$ cat src/design/stb_pkg.sv
`timescale 1ns / 1ps
package stb_pkg;

	localparam int MAX_RES = 16;

	typedef enum logic [2:0] {
		REQ_CREATE = 3'd0,
		REQ_START  = 3'd1,
		REQ_STOP   = 3'd2,
		REQ_DELETE = 3'd3,
		REQ_TICK   = 3'd4
	} req_type_t;

	typedef enum logic [3:0] {
		ST_OK           = 4'd0,
		ST_BAD_HANDLE   = 4'd1,
		ST_NOT_CREATED  = 4'd2,
		ST_NO_FREE      = 4'd3,
		ST_BAD_INTERVAL = 4'd4,
		ST_RUNNING      = 4'd5,
		ST_NOT_RUNNING  = 4'd6,
		ST_EXPIRED      = 4'd7,
		ST_NO_EXPIRY    = 4'd8
	} status_t;

	// one timer slot as it travels around the ring
	typedef struct packed {
		logic        used;
		logic        running;
		logic        reload;
		logic        done;
		logic [31:0] period;
		logic [31:0] deadline;
	} slot_rec_t;

endpackage

$ cat src/design/stb_if.sv
`timescale 1ns / 1ps
interface stb_in_if;
	logic        valid;
	logic        ready;
	logic [2:0]  req_type;
	logic [7:0]  handle;
	logic        timer_mode;
	logic [31:0] interval;

	modport source (output valid, req_type, handle, timer_mode, interval, input ready);
	modport sink (input valid, req_type, handle, timer_mode, interval, output ready);
endinterface

interface stb_out_if;
	logic       valid;
	logic       ready;
	logic [3:0] status;
	logic [3:0] timer_index;
	logic       last;

	modport source (output valid, status, timer_index, last, input ready);
	modport sink (input valid, status, timer_index, last, output ready);
endinterface

$ cat src/design/stb_cell.sv
`timescale 1ns / 1ps
module stb_cell import stb_pkg::*; (
	input  logic      clk,
	input  logic      arst_n,
	input  logic      shift,
	input  slot_rec_t rec_in,
	output slot_rec_t rec_out
);

	slot_rec_t rec_q;

	always_ff @(posedge clk or negedge arst_n) begin
		if (!arst_n) begin
			rec_q <= '0;
		end else if (shift) begin
			rec_q <= rec_in;
		end
	end

	assign rec_out = rec_q;

endmodule

$ cat src/design/software_timer_bank.sv
`timescale 1ns / 1ps
// create, start, stop and delete take one ring lap, then the result goes through the emit state to
// the output register; a bad handle or bad interval skips the lap and goes straight to emit
// tick: one lap to find the oldest expiry, then per expiry a lap that fires it and finds the next,
// followed by an emit beat; at most 16 expiries are reported per tick
// throughput: one item at a time; the next item is taken once the last beat is registered
// reset: all slots free and stopped, tick counter zero, interval_limit 0x80000000
module software_timer_bank import stb_pkg::*; #(
	parameter int TIMERS = 16
) (
	input  logic        clk,
	input  logic        arst_n,
	input  logic        cfg_we,
	input  logic [31:0] cfg_wdata,
	stb_in_if.sink      req,
	stb_out_if.source   rsp
);

	localparam int IW = (TIMERS > 1) ? $clog2(TIMERS) : 1;
	localparam logic [8:0] NUM_T = 9'(TIMERS);
	localparam logic [IW-1:0] LAST_S = IW'(TIMERS - 1);

	typedef enum logic [1:0] {S_IDLE, S_LAP, S_EMIT} state_t;

	state_t         state_q;
	logic [2:0]     op_q;
	logic [7:0]     h_q;
	logic           mode_q;
	logic [31:0]    iv_q;
	logic [31:0]    limit_q;
	logic [31:0]    now_q;
	logic [IW-1:0]  s_q;
	logic           found_q;
	logic [IW-1:0]  best_idx_q;
	logic [31:0]    best_age_q;
	logic           have_prev_q;
	logic [IW-1:0]  prev_idx_q;
	logic           first_q;
	logic [4:0]     cnt_q;
	status_t        st_q;
	// beat waiting for the output register
	status_t        e_status_q;
	logic [3:0]     e_idx_q;
	logic           e_last_q;
	logic           more_q;
	// output register
	logic           ov_q;
	status_t        o_status_q;
	logic [3:0]     o_idx_q;
	logic           o_last_q;

	// ring of slot cells, cell 0 faces the head unit
	slot_rec_t chain [TIMERS];
	slot_rec_t head_rec;
	logic      shift;

	assign shift = (state_q == S_LAP);

	for (genvar i = 0; i < TIMERS; i++) begin : g_cell
		slot_rec_t nxt;
		if (i == TIMERS - 1) begin : g_tail
			assign nxt = head_rec;
		end else begin : g_mid
			assign nxt = chain[i + 1];
		end
		stb_cell u_cell (
			.clk    (clk),
			.arst_n (arst_n),
			.shift  (shift),
			.rec_in (nxt),
			.rec_out(chain[i])
		);
	end

	// head unit: acts on the record passing cell 0, index is the lap step
	slot_rec_t   rec0;
	logic [31:0] age;
	logic [31:0] rearm;
	logic        hit;
	logic        take;
	logic        fire;
	logic        better;
	status_t     stat;

	always_comb begin
		rec0     = chain[0];
		head_rec = rec0;
		age      = now_q - rec0.deadline;
		rearm    = now_q + rec0.period;
		hit      = (h_q == 8'(s_q));
		take     = 1'b0;
		fire     = 1'b0;
		better   = 1'b0;
		stat     = ST_NOT_CREATED;
		case (op_q)
			REQ_CREATE: begin
				if (!found_q && !rec0.used) begin
					take             = 1'b1;
					head_rec.used    = 1'b1;
					head_rec.running = 1'b0;
					head_rec.reload  = mode_q;
					head_rec.period  = iv_q;
				end
			end
			REQ_START: begin
				if (!rec0.used) begin
					stat = ST_NOT_CREATED;
				end else if (rec0.running) begin
					stat = ST_RUNNING;
				end else begin
					stat = ST_OK;
					if (hit) begin
						head_rec.running  = 1'b1;
						head_rec.deadline = rearm;
					end
				end
			end
			REQ_STOP: begin
				if (!rec0.used) begin
					stat = ST_NOT_CREATED;
				end else if (!rec0.running) begin
					stat = ST_NOT_RUNNING;
				end else begin
					stat = ST_OK;
					if (hit) begin
						head_rec.running = 1'b0;
					end
				end
			end
			REQ_DELETE: begin
				if (!rec0.used) begin
					stat = ST_NOT_CREATED;
				end else begin
					stat = ST_OK;
					if (hit) begin
						head_rec.used    = 1'b0;
						head_rec.running = 1'b0;
					end
				end
			end
			REQ_TICK: begin
				// the slot found on the previous lap fires now
				fire          = have_prev_q && (s_q == prev_idx_q);
				head_rec.done = fire | (!first_q & rec0.done);
				if (fire) begin
					if (rec0.reload) begin
						head_rec.deadline = rearm;
					end else begin
						head_rec.running = 1'b0;
					end
				end
				// oldest first, equal age keeps the lower index seen earlier
				better = !fire && rec0.running && !(!first_q && rec0.done) && !age[31]
					&& (!found_q || (age > best_age_q));
			end
			default: begin
			end
		endcase
	end

	logic          lap_end;
	logic          any_found;
	logic [IW-1:0] any_idx;
	logic          acc;
	logic          out_free;
	logic          tick_last;

	assign lap_end   = (s_q == LAST_S);
	assign any_found = found_q | take | better;
	assign any_idx   = (take || better) ? s_q : best_idx_q;
	assign acc       = req.valid && req.ready;
	assign out_free  = !ov_q || rsp.ready;
	assign tick_last = !any_found || (cnt_q == 5'(MAX_RES - 1));

	assign req.ready       = (state_q == S_IDLE);
	assign rsp.valid       = ov_q;
	assign rsp.status      = o_status_q;
	assign rsp.timer_index = o_idx_q;
	assign rsp.last        = o_last_q;

	always_ff @(posedge clk or negedge arst_n) begin
		if (!arst_n) begin
			limit_q <= 32'h8000_0000;
		end else if (cfg_we) begin
			limit_q <= cfg_wdata;
		end
	end

	// sequencer: one lap per request (a bad handle or interval skips it), repeated laps for a tick with expiries
	always_ff @(posedge clk or negedge arst_n) begin
		if (!arst_n) begin
			state_q     <= S_IDLE;
			now_q       <= '0;
			s_q         <= '0;
			found_q     <= 1'b0;
			have_prev_q <= 1'b0;
			first_q     <= 1'b0;
			cnt_q       <= '0;
			more_q      <= 1'b0;
			ov_q        <= 1'b0;
		end else begin
			// the emit state loads the output register itself
			if (rsp.ready && (state_q != S_EMIT)) begin
				ov_q <= 1'b0;
			end
			case (state_q)
				S_IDLE: begin
					if (acc) begin
						op_q        <= req.req_type;
						h_q         <= req.handle;
						mode_q      <= req.timer_mode;
						iv_q        <= req.interval;
						s_q         <= '0;
						found_q     <= 1'b0;
						have_prev_q <= 1'b0;
						first_q     <= 1'b1;
						cnt_q       <= '0;
						st_q        <= ST_NOT_CREATED;
						more_q      <= 1'b0;
						e_idx_q     <= '0;
						e_last_q    <= 1'b1;
						case (req.req_type)
							REQ_CREATE: begin
								if (req.interval >= limit_q) begin
									e_status_q <= ST_BAD_INTERVAL;
									state_q    <= S_EMIT;
								end else begin
									state_q <= S_LAP;
								end
							end
							REQ_START, REQ_STOP, REQ_DELETE: begin
								if ({1'b0, req.handle} >= NUM_T) begin
									e_status_q <= ST_BAD_HANDLE;
									state_q    <= S_EMIT;
								end else begin
									state_q <= S_LAP;
								end
							end
							REQ_TICK: begin
								now_q   <= now_q + 32'd1;
								state_q <= S_LAP;
							end
							default: begin
							end
						endcase
					end
				end
				S_LAP: begin
					s_q <= lap_end ? '0 : s_q + 1'b1;
					if (hit) begin
						st_q <= stat;
					end
					if (take || better) begin
						best_idx_q <= s_q;
						best_age_q <= age;
					end
					if ((take || better) && !lap_end) begin
						found_q <= 1'b1;
					end
					if (lap_end) begin
						found_q <= 1'b0;
						first_q <= 1'b0;
						case (op_q)
							REQ_CREATE: begin
								e_status_q <= any_found ? ST_OK : ST_NO_FREE;
								e_idx_q    <= any_found ? 4'(any_idx) : 4'd0;
								e_last_q   <= 1'b1;
								more_q     <= 1'b0;
								state_q    <= S_EMIT;
							end
							REQ_TICK: begin
								if (have_prev_q) begin
									e_status_q <= ST_EXPIRED;
									e_idx_q    <= 4'(prev_idx_q);
									e_last_q   <= tick_last;
									more_q     <= !tick_last;
									prev_idx_q <= any_idx;
									cnt_q      <= cnt_q + 5'd1;
									state_q    <= S_EMIT;
								end else if (!any_found) begin
									e_status_q <= ST_NO_EXPIRY;
									e_idx_q    <= '0;
									e_last_q   <= 1'b1;
									more_q     <= 1'b0;
									state_q    <= S_EMIT;
								end else begin
									prev_idx_q  <= any_idx;
									have_prev_q <= 1'b1;
								end
							end
							default: begin
								e_status_q <= hit ? stat : st_q;
								e_idx_q    <= '0;
								e_last_q   <= 1'b1;
								more_q     <= 1'b0;
								state_q    <= S_EMIT;
							end
						endcase
					end
				end
				S_EMIT: begin
					if (out_free) begin
						ov_q       <= 1'b1;
						o_status_q <= e_status_q;
						o_idx_q    <= e_idx_q;
						o_last_q   <= e_last_q;
						state_q    <= more_q ? S_LAP : S_IDLE;
					end
				end
				default: begin
					state_q <= S_IDLE;
				end
			endcase
		end
	end

endmodule
$ cat src/flat_wrapper.sv
// flat-port wrapper written by rule: the top's interface ports become plain ports
module software_timer_bank_flat import stb_pkg::*;
#(
	parameter int TIMERS = 16
)
  (clk, arst_n, cfg_we, cfg_wdata, req_valid, req_req_type, req_handle, req_timer_mode, req_interval, req_ready, rsp_valid, rsp_status, rsp_timer_index, rsp_last, rsp_ready);
  stb_in_if req_i ();
  stb_out_if rsp_i ();
  input  logic clk;
  input  logic arst_n;
  input  logic cfg_we;
  input  logic [31:0] cfg_wdata;
  input wire logic [$bits(req_i.valid)-1:0] req_valid;
  input wire logic [$bits(req_i.req_type)-1:0] req_req_type;
  input wire logic [$bits(req_i.handle)-1:0] req_handle;
  input wire logic [$bits(req_i.timer_mode)-1:0] req_timer_mode;
  input wire logic [$bits(req_i.interval)-1:0] req_interval;
  output wire logic [$bits(req_i.ready)-1:0] req_ready;
  output wire logic [$bits(rsp_i.valid)-1:0] rsp_valid;
  output wire logic [$bits(rsp_i.status)-1:0] rsp_status;
  output wire logic [$bits(rsp_i.timer_index)-1:0] rsp_timer_index;
  output wire logic [$bits(rsp_i.last)-1:0] rsp_last;
  input wire logic [$bits(rsp_i.ready)-1:0] rsp_ready;
  assign req_i.valid = req_valid;
  assign req_i.req_type = req_req_type;
  assign req_i.handle = req_handle;
  assign req_i.timer_mode = req_timer_mode;
  assign req_i.interval = req_interval;
  assign req_ready = req_i.ready;
  assign rsp_valid = rsp_i.valid;
  assign rsp_status = rsp_i.status;
  assign rsp_timer_index = rsp_i.timer_index;
  assign rsp_last = rsp_i.last;
  assign rsp_i.ready = rsp_ready;
  software_timer_bank #(.TIMERS(TIMERS)) u_core (.clk(clk), .arst_n(arst_n), .cfg_we(cfg_we), .cfg_wdata(cfg_wdata), .req(req_i), .rsp(rsp_i));
endmodule
$ cat config.mk
export PLATFORM = sky130hd
export DESIGN_NAME = software_timer_bank_flat
export DESIGN_NICKNAME = d
export VERILOG_FILES = /design/src/design/stb_pkg.sv /design/src/design/stb_if.sv /design/src/design/stb_cell.sv /design/src/design/software_timer_bank.sv /design/src/flat_wrapper.sv
export SDC_FILE = /design/constraint.sdc
export NUM_CORES = 2
export LEC_CHECK = 0
export BUFFER_PORTS_ARGS = -buffer_cell sky130_fd_sc_hd__buf_2
export CAP_MARGIN = 0
export CORE_MARGIN = 2
export CORE_UTILIZATION = 35
export DETAILED_ROUTE_END_ITERATION = 16
export GPL_TIMING_DRIVEN = 1
export PLACE_DENSITY_LB_ADDON = 0.2
export SYNTH_ARGS = -nofsm -noshare
export SYNTH_HDL_FRONTEND = slang
export SYNTH_SLANG_ARGS = --single-unit
$ cat constraint.sdc
create_clock -name clk -period 7.3 [get_ports clk]
set_input_delay 2.19 -clock clk [delete_from_list [all_inputs] [get_ports clk]]
set_output_delay 2.19 -clock clk [all_outputs]
set_load 0.02 [all_outputs]
==> impl_results.md <==
* Psw at 8250 uW
* Unrepaired setup endpoints after global routing: false
* Share of cells above drive strength 1 at 0.0636
* Max cap viols at 0
* Router iterations before antenna repair at 5
* DR vias/cell at 4.63
* FF-to-FF path depth at 23
* Worst skew pair latency at 770 ps
* IO Count at 92
* Fin. Hold Viols at 0
* CP endpoint kind: register
* Post-synthesis sequential area ratio at 0.612
* Post-synthesis cell count at 5,869
* GRT Total Usage at 0.153
* Crit path capture: u_core.best_age_q[10]$_DFFE_PP_
* Post-DP HPWL at 69,100 um
* Post-CTS Setup Inserts at 0
* PnR worst setup slack at 1460 ps
* Power per Cell Area at 390 nW/um^2
* EDFF count, synth at 106
* Hold Crit Class: register to register
* Mapped Area at 52,900 um^2
* Routed via count at 37,004
* Yosys cell types at 74
* Clk sinks at 1,274
* WHS Path Cells at 0
* Tmin final at 5840 ps
* Ys Warns at 0
* Max IR drop VDD at 0.271 mV
* Antenna violations before repair at 8
* Drt drc at 0
* Post-CTS Hold Buffers at 0
* CP required at 7710 ps
* Int Power at 15,200 uW
* Area Overhead vs Synth at 13.8%
* Drt first-iter violations at 2,832
* IO buf count at 91
* Post-Route Setup TNS at 0 ps
* Combinational Power Share at 0.257
* Mapped Nets at 6,082
* Overflow after GRT at 0
* Die H at 393 um
* Rows at 142
* Dominant synthesized flop cell: dfrtp_1
* Post-synth ARST share at 0.917
* Worst R2R Setup Slack at 1460 ps
* WL/cell at 14.4 um
* Total core area at 150,000 um^2
* # fillers at 15,143
* Worst Clk Skew at 28.1 ps
* Max Root-Sink Buffers at 3
* Most common cell after layout, fill and taps aside: nand2_1
* RR Startpoint: u_core.now_q[0]$_DFFE_PN0P_
* Final Slew Violations at 0
* F_max at 171 MHz
* Reg clk slew, reported paths at 60 ps
* Routed wire length at 115,000 um
* Overall power at 23,500 uW
* CTS root buffer: clkbuf_16
* Pleak at 0.0317 uW
* Arrival time worst endpoint at 6250 ps
* Worst-margin pin slew at 1180 ps
* Antenna-violating nets left at 0
* Worst min-delay path startpoint: u_core.e_status_q[1]$_SDFFCE_PN0P_
* Die W at 393 um
* Placed Cells at 7,727
* Die area at 154,000 um^2
* Most frequent cells in the layout: 3,193 x nand2_1, 1,167 x dfrtp_1, 150 x clkbuf_16
* Flop pwr share at 0.429
* CTS H-Tree Depth at 4
* Vias in the first global route at 36,220
* Starting density of the core at 0.353
* CTS tree: done
* Pre-CTS WS at 1410 ps
* Max FO, Critical Path at 32
* First-pass GRT wire length at 193,000 um
* Slew Limit Headroom at 0.216
* # nets final at 6,070
* CP startpoint: u_core.now_q[0]$_DFFE_PN0P_
* Sw frac at 0.351
* Pin count of the biggest net entering global routing at 191
* Finished Layout Cells at 7,997
* CTS resizes at 0
* Syn_area_per_cell at 9.02 um^2
* TritonCTS buffer count at 144
* Final worst path period share at 0.800
* Critical path startpoint category: register
* Finish-stage setup viols at 0
* Register bit total from synthesis at 1,274
* Clk pwr share at 0.315
* WS Path Type: register to register
* GP Congestion at 0.822
* Status: finished clean
* FF-to-FF End: u_core.best_age_q[10]$_DFFE_PP_
## per-stage QoR
stage          utilization  area [um^2]  hold WS [ps]
6_report             0.402        60200           415
5_1_grt              0.401        60200           439
4_1_cts              0.401        60200           419
3_5_place_dp         0.369        55300           405
3_3_place_gp         0.369        55300           410
2_1_floorplan            -        52900           400
## power groups by stage
stage	clock, uW	combinational (uW)	sequential, uW
finish	7390	6030	10100
global route	7910	7010	10300
CTS	7630	6170	10100
detailed placement	0	6120	10200
floorplan	0	4690	9760
global placement	0	6050	10200
## sequential cells by signal, indices dropped and copies added, names as in the netlist, 5 cells and up
name	cells
u_core.cnt_q	5
u_core.g_cell.u_cell.rec_out	1088
u_core.iv_q	32
u_core.best_age_q	32
u_core.h_q	8
u_core.now_q	32
u_core.limit_q	32
## worst min-delay path by stage
stage	slack, ps	endpoint
6_report	420	u_core.rsp.status[1]$_DFFE_PP_
3_3_place_gp	410	u_core.rsp.status[1]$_DFFE_PP_
3_5_place_dp	400	u_core.rsp.status[1]$_DFFE_PP_
2_1_floorplan	400	u_core.rsp.last$_DFFE_PP_
4_1_cts	420	u_core.rsp.status[1]$_DFFE_PP_
5_1_grt	440	u_core.rsp.status[1]$_DFFE_PP_
## cell usage after synthesis, types with 17 or more instances
master,count,share of area
edfxtp_1,106,0.060
nand2_1,3193,0.23
clkbuf_1,272,0.019
dfrtp_1,1167,0.55
o21a_1,21,0.0030
o211ai_1,17,0.0024
xor2_1,27,0.0045
a21oi_1,97,0.0092
xnor2_1,61,0.010
nor2_1,120,0.0085
a21o_1,39,0.0055
and3_1,27,0.0032
inv_1,127,0.0090
nor3_1,23,0.0022
o21ai_0,94,0.0089
nand4_1,21,0.0025
ha_1,130,0.031
o21ai_1,39,0.0037
a31oi_1,51,0.0060
nand3_1,56,0.0053
## per-layer routing
metal	track usage	up-vias	wire length, um	part of all wire
met5	0	-	9	0.000078
met4	0.0491	2	2990	0.026
met3	0.0284	201	4250	0.037
met2	0.230	484	50500	0.44
met1	0.221	17820	57200	0.50
li1	-	18497	-	-
## worst max-delay path: stages, from the launching register on
cell and delay [ps]:
dfrtp_1 420, inv_1 110, ha_1 200, fa_1 220, nor2b_1 60, o21a_1 190
o211ai_1 220, nand2_1 90, a211o_1 400, a211o_1 320, a31oi_1 390, nor4bb_1 110
a311o_1 300, ha_1 290, nand4_1 110, nor2_1 160, nand2_1 80, or3_1 390
o221ai_1 220, nand4b_1 180, mux2i_4 300, nor2_2 150, nor2_2 150, buf_4 400
## logic make-up after synthesis
group / synth area share
fa+ha+maj: 0.0315
compound gates: 0.0516
flops: 0.612
mux: 0.00333
simple gates: 0.256
buf+inv: 0.0298
xor+xnor: 0.0151
## area by class of cell
class	instances	area, um^2	share of cell area
diodes	4	10.0	0.000166
repair buffers	132	916	0.0152
clock buffers	227	4400	0.0731
multi-input cells	4176	19000	0.315
flip-flops and latches	1274	32400	0.538
inverters	129	484	0.00804
clock inverters	39	483	0.00802
well taps	2016	2520	0.0419
(Power assumes the default switching activity.)
